## src/rtl/scrs_pkg.sv

```systemverilog
// Package for the SHA-256 counter-mode byte stream: types, round constants,
// command/status structs shared by controller and datapath. No dependencies.
`default_nettype none
package scrs_pkg;

	localparam int unsigned DIGEST_BYTES = 32;
	localparam logic [7:0]  BYTE_MASK    = 8'hFF;

	typedef enum logic [1:0] {
		KIND_BYTE    = 2'd0,
		KIND_WORD    = 2'd1,
		KIND_UNIFORM = 2'd2,
		KIND_RESTART = 2'd3
	} kind_t;

	typedef enum logic [1:0] {
		CFG_SEED_W0 = 2'd0,
		CFG_SEED_W1 = 2'd1,
		CFG_SEED_W2 = 2'd2,
		CFG_SEED_W3 = 2'd3
	} cfg_idx_t;

	typedef enum logic [3:0] {
		ST_IDLE,
		ST_DISPATCH,
		ST_HASH_INIT,
		ST_HASH_ROUND,
		ST_HASH_FINAL,
		ST_TAKE_BYTE,
		ST_LIMIT_INIT,
		ST_LIMIT_STEP,
		ST_CHECK,
		ST_MOD_INIT,
		ST_MOD_STEP,
		ST_RESULT,
		ST_OUT
	} state_t;

	// controller -> datapath
	typedef struct packed {
		logic load_req;     // capture kind/bound
		logic restart;      // clear counter, empty buffer
		logic hash_init;    // load message schedule and working vars
		logic hash_round;   // one compression round
		logic hash_final;   // add chaining value, fill buffer
		logic take_byte;    // shift next byte into accumulator
		logic clr_acc;      // clear accumulator and byte count
		logic lim_init;     // start 2^32 / n division
		logic div_step;     // one restoring-division step
		logic mod_init;     // start word / n division
		logic set_zero;     // result is zero
		logic set_acc;      // result is accumulator
		logic set_rem;      // result is remainder
	} dp_cmd_t;

	// datapath -> controller
	typedef struct packed {
		kind_t kind;
		logic  small_bound;   // n <= 1
		logic  buf_empty;     // read position at 32
		logic  buf_last;      // read position at 31: last byte left
		logic  round_last;    // round 63 in progress
		logic  acc_full;      // fourth byte is the next one taken
		logic  div_last;      // last division step
		logic  reject;        // word at or above limit
	} dp_sts_t;

	localparam logic [31:0] ROUND_K [64] = '{
		32'h428a2f98, 32'h71374491, 32'hb5c0fbcf, 32'he9b5dba5,
		32'h3956c25b, 32'h59f111f1, 32'h923f82a4, 32'hab1c5ed5,
		32'hd807aa98, 32'h12835b01, 32'h243185be, 32'h550c7dc3,
		32'h72be5d74, 32'h80deb1fe, 32'h9bdc06a7, 32'hc19bf174,
		32'he49b69c1, 32'hefbe4786, 32'h0fc19dc6, 32'h240ca1cc,
		32'h2de92c6f, 32'h4a7484aa, 32'h5cb0a9dc, 32'h76f988da,
		32'h983e5152, 32'ha831c66d, 32'hb00327c8, 32'hbf597fc7,
		32'hc6e00bf3, 32'hd5a79147, 32'h06ca6351, 32'h14292967,
		32'h27b70a85, 32'h2e1b2138, 32'h4d2c6dfc, 32'h53380d13,
		32'h650a7354, 32'h766a0abb, 32'h81c2c92e, 32'h92722c85,
		32'ha2bfe8a1, 32'ha81a664b, 32'hc24b8b70, 32'hc76c51a3,
		32'hd192e819, 32'hd6990624, 32'hf40e3585, 32'h106aa070,
		32'h19a4c116, 32'h1e376c08, 32'h2748774c, 32'h34b0bcb5,
		32'h391c0cb3, 32'h4ed8aa4a, 32'h5b9cca4f, 32'h682e6ff3,
		32'h748f82ee, 32'h78a5636f, 32'h84c87814, 32'h8cc70208,
		32'h90befffa, 32'ha4506ceb, 32'hbef9a3f7, 32'hc67178f2
	};

	localparam logic [31:0] INIT_H [8] = '{
		32'h6a09e667, 32'hbb67ae85, 32'h3c6ef372, 32'ha54ff53a,
		32'h510e527f, 32'h9b05688c, 32'h1f83d9ab, 32'h5be0cd19
	};

	function automatic logic [31:0] rotr(input logic [31:0] x, input int unsigned n);
		rotr = (x >> n) | (x << (32 - n));
	endfunction

endpackage
`default_nettype wire

```

## src/rtl/scrs_ctrl.sv

```systemverilog
// Controller state machine for the SHA-256 counter-mode byte stream.
// Depends on scrs_pkg; drives the datapath with dp_cmd_t, reads dp_sts_t.
`default_nettype none
module scrs_ctrl (
	input  wire              clk,
	input  wire              arst_n,
	input  wire              in_valid,
	output logic             in_ready,
	output logic             out_valid,
	input  wire              out_ready,
	output scrs_pkg::dp_cmd_t cmd,
	input  scrs_pkg::dp_sts_t sts
);
	import scrs_pkg::*;

	state_t state_q, state_d;

	// next state
	always_comb begin
		state_d = state_q;
		unique case (state_q)
			ST_IDLE:       if (in_valid) state_d = ST_DISPATCH;
			ST_DISPATCH: begin
				unique case (sts.kind)
					KIND_RESTART: state_d = ST_RESULT;
					KIND_UNIFORM: state_d = sts.small_bound ? ST_RESULT : ST_LIMIT_INIT;
					default:      state_d = sts.buf_empty ? ST_HASH_INIT : ST_TAKE_BYTE;
				endcase
			end
			ST_HASH_INIT:  state_d = ST_HASH_ROUND;
			ST_HASH_ROUND: if (sts.round_last) state_d = ST_HASH_FINAL;
			ST_HASH_FINAL: state_d = ST_TAKE_BYTE;
			ST_TAKE_BYTE: begin
				if (sts.kind == KIND_BYTE || sts.acc_full) begin
					state_d = (sts.kind == KIND_UNIFORM) ? ST_CHECK : ST_RESULT;
				end else begin
					state_d = sts.buf_last ? ST_HASH_INIT : ST_TAKE_BYTE;
				end
			end
			ST_LIMIT_INIT: state_d = ST_LIMIT_STEP;
			ST_LIMIT_STEP: if (sts.div_last) state_d = sts.buf_empty ? ST_HASH_INIT : ST_TAKE_BYTE;
			ST_CHECK:      state_d = sts.reject ?
			                         (sts.buf_empty ? ST_HASH_INIT : ST_TAKE_BYTE) : ST_MOD_INIT;
			ST_MOD_INIT:   state_d = ST_MOD_STEP;
			ST_MOD_STEP:   if (sts.div_last) state_d = ST_RESULT;
			ST_RESULT:     state_d = ST_OUT;
			ST_OUT:        if (out_ready) state_d = ST_IDLE;
			default:       state_d = ST_IDLE;
		endcase
	end

	// outputs
	always_comb begin
		cmd        = '0;
		in_ready   = (state_q == ST_IDLE);
		out_valid  = (state_q == ST_OUT);
		unique case (state_q)
			ST_IDLE:       if (in_valid) begin
				cmd.load_req = 1'b1;
				cmd.clr_acc  = 1'b1;
			end
			ST_DISPATCH:   if (sts.kind == KIND_RESTART) cmd.restart = 1'b1;
			ST_HASH_INIT:  cmd.hash_init = 1'b1;
			ST_HASH_ROUND: cmd.hash_round = 1'b1;
			ST_HASH_FINAL: cmd.hash_final = 1'b1;
			ST_TAKE_BYTE:  cmd.take_byte = 1'b1;
			ST_LIMIT_INIT: cmd.lim_init = 1'b1;
			ST_LIMIT_STEP: cmd.div_step = 1'b1;
			// keep the word for the modulo unless it is drawn again
			ST_CHECK:      if (sts.reject) cmd.clr_acc = 1'b1;
			ST_MOD_INIT:   cmd.mod_init = 1'b1;
			ST_MOD_STEP:   cmd.div_step = 1'b1;
			ST_RESULT: begin
				if (sts.kind == KIND_RESTART || (sts.kind == KIND_UNIFORM && sts.small_bound))
					cmd.set_zero = 1'b1;
				else if (sts.kind == KIND_UNIFORM)
					cmd.set_rem = 1'b1;
				else
					cmd.set_acc = 1'b1;
			end
			default: ;
		endcase
	end

	always_ff @(posedge clk or negedge arst_n) begin
		if (!arst_n) begin
			state_q <= ST_IDLE;
		end else begin
			state_q <= state_d;
		end
	end

endmodule
`default_nettype wire

```

## src/rtl/scrs_dpath.sv

```systemverilog
// Datapath for the SHA-256 counter-mode byte stream: seed registers, block
// counter, SHA-256 round unit, digest buffer, byte gatherer, shared divider.
// Depends on scrs_pkg.
`default_nettype none
module scrs_dpath (
	input  wire               clk,
	input  wire               arst_n,
	input  wire               cfg_we,
	input  wire  [1:0]        cfg_sel,
	input  wire               cfg_hit,
	input  wire  [63:0]       cfg_data,
	input  wire  [1:0]        kind,
	input  wire  [31:0]       bound,
	input  scrs_pkg::dp_cmd_t cmd,
	output scrs_pkg::dp_sts_t sts,
	output logic [31:0]       value
);
	import scrs_pkg::*;

	logic [63:0] seed_q [4];
	logic [63:0] counter_q;
	logic [5:0]  rdpos_q;
	logic [1:0]  kind_q;
	logic [31:0] bound_q;
	logic [31:0] w_q [16];
	logic [31:0] wv_q [8];
	logic [5:0]  round_q;
	logic [255:0] buf_q;
	logic [31:0] acc_q;
	logic [2:0]  nbytes_q;
	logic [31:0] limit_q;
	logic [32:0] dividend_q;
	logic [32:0] rem_q;
	logic [5:0]  dstep_q;
	logic        lim_mode_q;
	logic [31:0] value_q;

	// seed registers
	always_ff @(posedge clk or negedge arst_n) begin
		if (!arst_n) begin
			for (int i = 0; i < 4; i++) seed_q[i] <= '0;
		end else if (cfg_we && cfg_hit) begin
			seed_q[cfg_sel] <= cfg_data;
		end
	end

	// request capture
	always_ff @(posedge clk) begin
		if (cmd.load_req) begin
			kind_q  <= kind;
			bound_q <= bound;
		end
	end

	// message schedule and compression round
	logic [31:0] s0, s1, w_new, t1, t2;
	always_comb begin
		s0    = rotr(w_q[1], 7) ^ rotr(w_q[1], 18) ^ (w_q[1] >> 3);
		s1    = rotr(w_q[14], 17) ^ rotr(w_q[14], 19) ^ (w_q[14] >> 10);
		w_new = w_q[0] + s0 + w_q[9] + s1;
		t1    = wv_q[7] + (rotr(wv_q[4], 6) ^ rotr(wv_q[4], 11) ^ rotr(wv_q[4], 25))
		        + ((wv_q[4] & wv_q[5]) ^ (~wv_q[4] & wv_q[6])) + ROUND_K[round_q] + w_q[0];
		t2    = (rotr(wv_q[0], 2) ^ rotr(wv_q[0], 13) ^ rotr(wv_q[0], 22))
		        + ((wv_q[0] & wv_q[1]) ^ (wv_q[0] & wv_q[2]) ^ (wv_q[1] & wv_q[2]));
	end

	always_ff @(posedge clk) begin
		if (cmd.hash_init) begin
			for (int i = 0; i < 8; i++) begin
				w_q[i] <= seed_q[i / 2][(1 - (i % 2)) * 32 +: 32];
				wv_q[i] <= INIT_H[i];
			end
			w_q[8]  <= counter_q[63:32];
			w_q[9]  <= counter_q[31:0];
			w_q[10] <= 32'h80000000;
			for (int i = 11; i < 15; i++) w_q[i] <= '0;
			w_q[15] <= 32'h00000140;
		end else if (cmd.hash_round) begin
			for (int i = 0; i < 15; i++) w_q[i] <= w_q[i + 1];
			w_q[15] <= w_new;
			wv_q[7] <= wv_q[6];
			wv_q[6] <= wv_q[5];
			wv_q[5] <= wv_q[4];
			wv_q[4] <= wv_q[3] + t1;
			wv_q[3] <= wv_q[2];
			wv_q[2] <= wv_q[1];
			wv_q[1] <= wv_q[0];
			wv_q[0] <= t1 + t2;
		end
	end

	always_ff @(posedge clk or negedge arst_n) begin
		if (!arst_n) begin
			round_q <= '0;
		end else if (cmd.hash_init) begin
			round_q <= '0;
		end else if (cmd.hash_round) begin
			round_q <= round_q + 6'd1;
		end
	end

	// digest buffer, byte 0 in the top bits; shifts left as bytes are read
	always_ff @(posedge clk) begin
		if (cmd.hash_final) begin
			for (int i = 0; i < 8; i++) buf_q[(7 - i) * 32 +: 32] <= INIT_H[i] + wv_q[i];
		end else if (cmd.take_byte) begin
			buf_q <= {buf_q[247:0], 8'h00};
		end
	end

	// counter and read position
	always_ff @(posedge clk or negedge arst_n) begin
		if (!arst_n) begin
			counter_q <= '0;
			rdpos_q   <= 6'(DIGEST_BYTES);
		end else if (cmd.restart) begin
			counter_q <= '0;
			rdpos_q   <= 6'(DIGEST_BYTES);
		end else if (cmd.hash_final) begin
			counter_q <= counter_q + 64'd1;
			rdpos_q   <= '0;
		end else if (cmd.take_byte) begin
			rdpos_q   <= rdpos_q + 6'd1;
		end
	end

	// byte gatherer
	always_ff @(posedge clk) begin
		if (cmd.clr_acc) begin
			acc_q    <= '0;
			nbytes_q <= '0;
		end else if (cmd.take_byte) begin
			acc_q    <= {acc_q[23:0], buf_q[255:248] & BYTE_MASK};
			nbytes_q <= nbytes_q + 3'd1;
		end
	end

	// shared restoring divider: 2^32/n (limit) or word mod n
	logic [33:0] trial;
	assign trial = {rem_q, dividend_q[32]} - {2'b00, bound_q};
	always_ff @(posedge clk) begin
		if (cmd.lim_init || cmd.mod_init) begin
			dividend_q <= cmd.lim_init ? 33'h1_0000_0000 : {1'b0, acc_q};
			rem_q      <= '0;
			dstep_q    <= '0;
			lim_mode_q <= cmd.lim_init;
		end else if (cmd.div_step) begin
			dividend_q <= {dividend_q[31:0], 1'b0};
			if (!trial[33]) begin
				rem_q  <= trial[32:0];
			end else begin
				rem_q  <= {rem_q[31:0], dividend_q[32]};
			end
			dstep_q <= dstep_q + 6'd1;
		end
	end

	// limit = floor(2^32/n)*n = 2^32 - (2^32 mod n); takes the final remainder
	logic [32:0] rem_next;
	assign rem_next = trial[33] ? {rem_q[31:0], dividend_q[32]} : trial[32:0];
	always_ff @(posedge clk) begin
		if (cmd.div_step && dstep_q == 6'd32 && lim_mode_q)
			limit_q <= 32'(33'h1_0000_0000 - rem_next);
	end

	// result register
	always_ff @(posedge clk) begin
		if (cmd.set_zero)     value_q <= '0;
		else if (cmd.set_acc) value_q <= acc_q;
		else if (cmd.set_rem) value_q <= rem_q[31:0];
	end

	// limit_q of zero stands for 2^32 (n a power of two): nothing is rejected
	assign sts.kind        = kind_t'(kind_q);
	assign sts.small_bound = (bound_q[31:1] == '0);
	assign sts.buf_empty   = (rdpos_q == 6'(DIGEST_BYTES));
	assign sts.buf_last    = (rdpos_q == 6'(DIGEST_BYTES - 1));
	assign sts.round_last  = (round_q == 6'd63);
	assign sts.acc_full    = (nbytes_q == 3'd3);
	assign sts.div_last    = (dstep_q == 6'd32);
	assign sts.reject      = (limit_q != '0) && (acc_q >= limit_q);
	assign value           = value_q;

endmodule
`default_nettype wire

```

## src/rtl/sha256_counter_random_stream.sv

```systemverilog
// Top level of the SHA-256 counter-mode byte stream. Instantiates scrs_ctrl
// and scrs_dpath; depends on scrs_pkg.
`default_nettype none
// One request at a time. Each buffer refill runs the 64-round SHA-256
// compression (one round per cycle in a single round unit). A uniform
// request with n above 1 first computes the rejection limit, checks each
// drawn word against it and ends with the final modulo (one bit per cycle in
// a shared restoring divider), and repeats its word draw on each rejection.
// The result stays in an output register until taken; the seed registers are
// written through cfg_we/cfg_addr/cfg_data and take effect at the next refill.
module sha256_counter_random_stream (
	input  wire         clk,
	input  wire         arst_n,
	input  wire         in_valid,
	output logic        in_ready,
	input  wire  [1:0]  kind,
	input  wire  [31:0] bound,
	output logic        out_valid,
	input  wire         out_ready,
	output logic [31:0] value,
	input  wire         cfg_we,
	input  wire  [1:0]  cfg_addr,
	input  wire  [63:0] cfg_data
);
	import scrs_pkg::*;

	dp_cmd_t cmd;
	dp_sts_t sts;

	scrs_ctrl u_ctrl (
		.clk       (clk),
		.arst_n    (arst_n),
		.in_valid  (in_valid),
		.in_ready  (in_ready),
		.out_valid (out_valid),
		.out_ready (out_ready),
		.cmd       (cmd),
		.sts       (sts)
	);

	scrs_dpath u_dpath (
		.clk      (clk),
		.arst_n   (arst_n),
		.cfg_we   (cfg_we),
		.cfg_sel  (cfg_addr),
		.cfg_hit  (1'b1),
		.cfg_data (cfg_data),
		.kind     (kind),
		.bound    (bound),
		.cmd      (cmd),
		.sts      (sts),
		.value    (value)
	);

`ifndef NO_ASSERTIONS
	// a refill only starts when the buffer is empty
	a_refill_empty: assert property (@(posedge clk) disable iff (!arst_n)
		cmd.hash_init |-> sts.buf_empty) else $error("refill with data left");
	// the buffer is never read while empty
	a_read_full: assert property (@(posedge clk) disable iff (!arst_n)
		cmd.take_byte |-> !sts.buf_empty) else $error("read of empty buffer");
	// a result is presented in the cycle after it is set
	a_result: assert property (@(posedge clk) disable iff (!arst_n)
		(cmd.set_zero || cmd.set_acc || cmd.set_rem) |=> out_valid)
		else $error("result not presented");
`endif

endmodule
`default_nettype wire
```

## config.mk

```make
export PLATFORM = sky130hd
export DESIGN_NAME = sha256_counter_random_stream
export DESIGN_NICKNAME = d
export VERILOG_FILES = /design/src/rtl/scrs_pkg.sv /design/src/rtl/scrs_ctrl.sv /design/src/rtl/scrs_dpath.sv /design/src/rtl/sha256_counter_random_stream.sv
export SDC_FILE = /design/constraint.sdc
export NUM_CORES = 2
export LEC_CHECK = 0
export ABC_AREA = 1
export ABC_CLOCK_PERIOD_IN_PS = 29000
export BUFFER_PORTS_ARGS = -buffer_cell sky130_fd_sc_hd__buf_2
export CORE_MARGIN = 2
export CORE_UTILIZATION = 50
export DETAILED_ROUTE_END_ITERATION = 10
export PLACE_DENSITY = 0.65
export SETUP_SLACK_MARGIN = 0.1
export SYNTH_ARGS = -nofsm -noshare
export SYNTH_HDL_FRONTEND = slang
export SYNTH_HIERARCHICAL = 1
export SYNTH_SLANG_ARGS = --single-unit
```

## constraint.sdc

```tcl
create_clock -name clk -period 29 [get_ports clk]
set_clock_uncertainty 0.1 [all_clocks]
set_input_delay 1.45 -clock clk [delete_from_list [all_inputs] [get_ports clk]]
set_output_delay 1.45 -clock clk [all_outputs]
set_load 0.02 [all_outputs]
```

* After elaboration in Yosys (flattened, before gate mapping)
Memories as Yosys holds them, arrays and structs flattened.
Index checks and enable logic that the tools add are counted.
** Word-level totals
- Register bits :: 798
- Memory bits (writable) :: 768
- ROM bits :: 2048
- Input port bits :: 105
- Output and inout port bits :: 34
- Logic and storage cells :: 228
- Memories kept :: 3
** Memories
- (name not given) :: words 64, width 32, read ports 1, clocked after memory_dff 0, write ports 0, RTL line scrs_dpath.sv:62 : + ((wv_q[4] & wv_q[5]) ^ (~wv_q[4] & wv_q[6])) + ROUND_K[round_q] + w_q[0];
- u_dpath.w_q :: words 16, width 32, read ports 16, clocked after memory_dff 0, write ports 16, RTL line scrs_dpath.sv:25 : logic [31:0] w_q [16];
- u_dpath.wv_q :: words 8, width 32, read ports 8, clocked after memory_dff 0, write ports 8, RTL line scrs_dpath.sv:26 : logic [31:0] wv_q [8];
** Cells by class
- Add/sub/neg operators :: 25
- Magnitude comparators :: 4
- Eq/ne operators :: 24
- Muxes and demuxes :: 80
- Bitwise operators :: 53
- Reductions and logical operators :: 20
** Operators by type and width (number)
- 2-to-1 mux 32 bit :: 28
- 2-to-1 mux 256 bit :: 2
- adder 32 bit :: 10
- XOR 32 bit :: 9
- bitwise mux 256 bit :: 1
- 2-to-1 mux 64 bit :: 3
- AND 32 bit :: 5
- 2-to-1 mux 33 bit :: 4
- demux 64 bit (select 2 bit) :: 1
- adder 31 x 32 -> 32 bit (first input constant) :: 3
- adder 32 bit (first input constant) :: 3
- adder 64 x 1 -> 64 bit (second input constant) :: 1
- case mux 4 bit (13 select lines) :: 1
- subtractor 34 x 32 -> 34 bit :: 1
- adder 29 x 32 -> 32 bit (first input constant) :: 1
- adder 30 x 32 -> 32 bit (first input constant) :: 1
- greater-or-equal comparator 32 bit :: 1
- 2-to-1 mux 4 bit :: 8
- inverter 32 bit :: 1
- bitwise OR 10 x 32 -> 32 bit :: 1
- bitwise OR 13 x 32 -> 32 bit :: 1
- bitwise OR 14 x 32 -> 32 bit :: 1
- bitwise OR 15 x 32 -> 32 bit :: 1
- bitwise OR 19 x 32 -> 32 bit :: 1
- other kinds (42) :: 117

* Depth between registers and ports, before layout
An unclocked memory read counts as a cell.
- Word-level depth :: 10
- Mapped depth :: 48

* Hierarchy
Netlist, hierarchy kept.
** Modules (own cells, without submodules)
- scrs_dpath :: times used 1, cells each 10060, area each 87487.7 um2, sequential area each 44183.6 um2
- scrs_ctrl :: times used 1, cells each 127, area each 639.4 um2, sequential area each 100.1 um2
- sha256_counter_random_stream :: times used 1, cells each 1, area each 3.8 um2, sequential area each 0.0 um2

* Least setup slack after synthesis
No wires, ideal clock.
- Kind :: register to register
- Start :: reg u_ctrl.state_q[1]
- End :: reg u_dpath.round_q[2]
- Arrival :: 16.397 ns
- Required time :: 28.107 ns
- Slack :: 11.710 ns
- Cell stages (with the launch flop) :: 9
- Period minus slack after synthesis :: 17.290 ns
- Cell sequence :: dfrtp_1 inv_1 nor2_1 inv_1 nor2_1 clkbuf_1 nor2_1 inv_1 o21ai_0
** RTL lines
- from (decl) :: RTL line scrs_ctrl.sv:16 : state_t state_q, state_d;
- from (signal assigned) :: RTL line scrs_ctrl.sv:89 : state_q <= state_d;
- to (signal assigned) :: RTL line scrs_dpath.sv:98 : round_q <= round_q + 6'd1;
- to (decl) :: RTL line scrs_dpath.sv:27 : logic [5:0] round_q;

==> metrics.cfg <==
[global_route]
grtUsageTotal_pct = 31.6
grt_pass1_vias = 68500
grt_max_degree = 204
antenna_found_initial = 7
grt_pass1_wl_mm = 428
grt-ovfl-total = 0

[timing]
relSlewSlack_pct = 15.4
period_share_pct = 33.6
fin_setup_tns_ns = 0
rsz0062_at_grt = false
finalHoldViolCount = 0
min_period_ns = 9.75
drv_slew = 0
finalSetupViolCount = 0
fmax_mhz = 103
tightest_slew_ns = 1.26
layout_setup_ws_ns = 19.25

[synthesis]
synth_top_area_share_pct = 38.3
synth_area_leaders = edfxtp_1 38%, nand2_1 11%, dfrtp_1 9.5%
yosysUniqueCellTypes = 66
synth-main-ff-cell = edfxtp_1
synth_nets = 10700
yosysSeqAreaShare_pct = 50.2
yosys_warnings = 6
netlist_area_um2 = 88100
synth_top_area_cell = edfxtp_1
synth_edf_count = 1124
async_flop_share_pct = 21.5
syn_inst = 10200
ys_ff_latch = 1566
synth.avg_cell_area_um2 = 8.65

[placement]
pre_cts_ws_ns = 19.44
port_buffers = 138
dp.cells = 12300
dpl.hpwl_mm = 214
place_congestion = 1.02

[routing]
vias = 71800
final_antenna_net_count = 0
drt_wl_total_mm = 287
vias_per_cell = 5.67
drc_errors = 0
first_iter_violations = 8353
wl_per_cell_um = 22.7
dr.pass1.iters = 9

[cells_and_area]
layout-drive-gt1-share_pct = 5.72
stdcell_count = 12700
area_growth_pct = 9.51
final_nets = 10700

[worst_setup_path]
critPathLaunchType = flip-flop
cpPeakStageDelay_ns = 0.75
crit_path_top_delay_cell = dfrtp_1
worstPathMaxFanout = 15
crit_path_end_kind = flip-flop
crit_type = flip-flop to flip-flop
cp.arrival_ns = 10.19
required_ns = 29.45

[die]
ios = 139
initial_core_util_pct = 50.2
placement_rows = 154
placeableCoreArea_um2 = 176000
fp.dieW_um = 424
die_h_um = 424
fp.dieArea_um2 = 180000

[cts]
post_cts_resized = 0
tritoncts = yes
clock-sinks = 1566
cts_hold_buf = 0
post_cts_buffers = 0
cts_max_level = 4
cts_root_buf = clkbuf_16
clkLatencyLatePin_ns = 0.85
cts_buffers = 171
clk_pin_slew_ns = 0.06
clock_path_buffers = 3

[status]
status = complete, no violations

[hold_path]
hold_class = flip-flop to flip-flop

[run]
maxCapViolCount = 0

synth_stat cells (8+ instances only):
cell type  instances
nand2_1         2655
nor4_1            46
buf_1             19
or2_2             36
o31ai_1           17
o22ai_1           49
edfxtp_1        1124
nor2_4            10
nor2_1           878
xnor2_1          154
a31oi_1          127
o221ai_1          44
o211ai_1          27
a21boi_0           8
a21oi_1          440
dfrtp_1          335
ha_1             222
a211oi_1          15
xor2_1           244
o21ai_0          866
dfxtp_1          106
a21o_1            16
nor2_2            18
clkbuf_1         358
o21bai_1          17
o21a_1            29
nand3_1          349
nand2_2           33
nor3_1           108
inv_1           1428
nand4_1           95
inv_2             12
nand3b_1          29
fa_1             188
state kept, by name (all words and copies together) (netlist names), 6 cells and up:
| signal | count |
|---|---|
| u_dpath/wv_q | 256 |
| u_dpath/buf_q | 256 |
| u_dpath/rdpos_q | 6 |
| u_dpath/counter_q | 64 |
| u_dpath/limit_q | 32 |
| u_dpath/round_q | 6 |
| u_dpath/dstep_q | 6 |
| u_dpath/w_q | 512 |
| u_dpath/value | 32 |
| u_dpath/acc_q | 32 |
| u_dpath/seed_q | 256 |
| u_dpath/bound_q | 32 |
| u_dpath/rem_q | 33 |
| u_dpath/dividend_q | 33 |
metrics by stage:
step | area (um^2) | hold WS [ns] | utilization, %
6_report | 96500 | 0.371 | 54.9
3_3_place_gp | 90800 | 0.351 | 51.7
4_1_cts | 96500 | 0.369 | 54.9
3_5_place_dp | 90800 | 0.360 | 51.7
2_1_floorplan | 88100 | 0.333 | -
5_1_grt | 96500 | 0.397 | 54.9
metal layers:
layer / track usage (%) / wire length [um] / vias up / share of wire [%]
li1: - / - / 33300 / -
met4: 16.6 / 16800 / 8 / 5.9
met3: 4.75 / 22300 / 656 / 7.8
met2: 50.7 / 132000 / 3303 / 46
met1: 41.6 / 116000 / 34500 / 40
met5: 0 / 53 / - / 0.018
cell usage in the layout, fill, tap and decap left out, types with 16 or more instances in the layout:
| cell | Yosys | routed |
|---|---|---|
| a21o_1 | 16 | 16 |
| a21oi_1 | 440 | 440 |
| a31oi_1 | 127 | 127 |
| buf_2 | 7 | 137 |
| buf_4 | 4 | 58 |
| clkbuf_1 | 358 | 38 |
| clkbuf_16 | 0 | 176 |
| clkinv_1 | 3 | 32 |
| clkinv_2 | 0 | 25 |
| dfrtp_1 | 335 | 335 |
| dfxtp_1 | 106 | 106 |
| edfxtp_1 | 1124 | 1124 |
| fa_1 | 188 | 188 |
| ha_1 | 222 | 222 |
| inv_1 | 1428 | 1425 |
| nand2_1 | 2655 | 2653 |
| nand2_2 | 33 | 33 |
| nand3_1 | 349 | 346 |
| nand3b_1 | 29 | 29 |
| nand4_1 | 95 | 95 |
| nor2_1 | 878 | 871 |
| nor2_2 | 18 | 22 |
| nor3_1 | 108 | 107 |
| nor4_1 | 46 | 45 |
| o211ai_1 | 27 | 27 |
| o21a_1 | 29 | 29 |
| o21ai_0 | 866 | 865 |
| o21bai_1 | 17 | 17 |
| o221ai_1 | 44 | 44 |
| o22ai_1 | 49 | 49 |
| o31ai_1 | 17 | 17 |
| or2_2 | 36 | 36 |
| xnor2_1 | 154 | 154 |
| xor2_1 | 244 | 244 |
worst paths after layout:
check                               startpoint             endpoint  slack [ns]  cells after the start
setup reg to reg            u_dpath/round_q[0]  u_dpath/wv_q[0][30]       19.25                     35
min in group asynchronous               arst_n   u_dpath/seed_q[52]        0.49                      1
hold reg to reg            u_dpath/nbytes_q[1]  u_dpath/nbytes_q[1]        0.37                      2
setup / recovery            u_dpath/round_q[0]  u_dpath/wv_q[0][30]       19.25                     35
hold / removal             u_dpath/nbytes_q[1]  u_dpath/nbytes_q[1]        0.37                      2
max in group asynchronous               arst_n   u_dpath/rdpos_q[1]       24.53                      5
layout make-up:
cell class / count / area, um^2
sequential: 1566 / 44300
antenna: 3 / 7.51
tap: 2340 / 2930
fill: 16000 / 79200
timing repair buffer: 199 / 1200
inverter: 1443 / 5450
multi-input combinational: 6784 / 37000
clock inverter: 89 / 915
clock buffer: 229 / 4750
logic make-up after synthesis:
family / count (synthesis) / synth area share (%)
adder cells (fa/ha/maj): 410 / 7.42
AND/OR/NAND/NOR: 4280 / 19.9
other: 1 / 0.00426
flip-flops: 1566 / 50.2
buffers and inverters: 1838 / 7.91
AO/OA/AOI/OAI: 1695 / 10.6
XOR/XNOR: 398 / 3.96
critical path, delay by kind of cell (launching register included):
family                   cells  cell delay [ns]
flip-flops                   1             0.75
AND/OR/NAND/NOR             10             1.46
XOR/XNOR                     1             0.35
buffers and inverters        5             0.71
AO/OA/AOI/OAI               11             2.60
adder cells (fa/ha/maj)      8             3.46
Power is not shown: default switching activity piles up to over one toggle a cycle in this logic, so the estimate is an artifact.
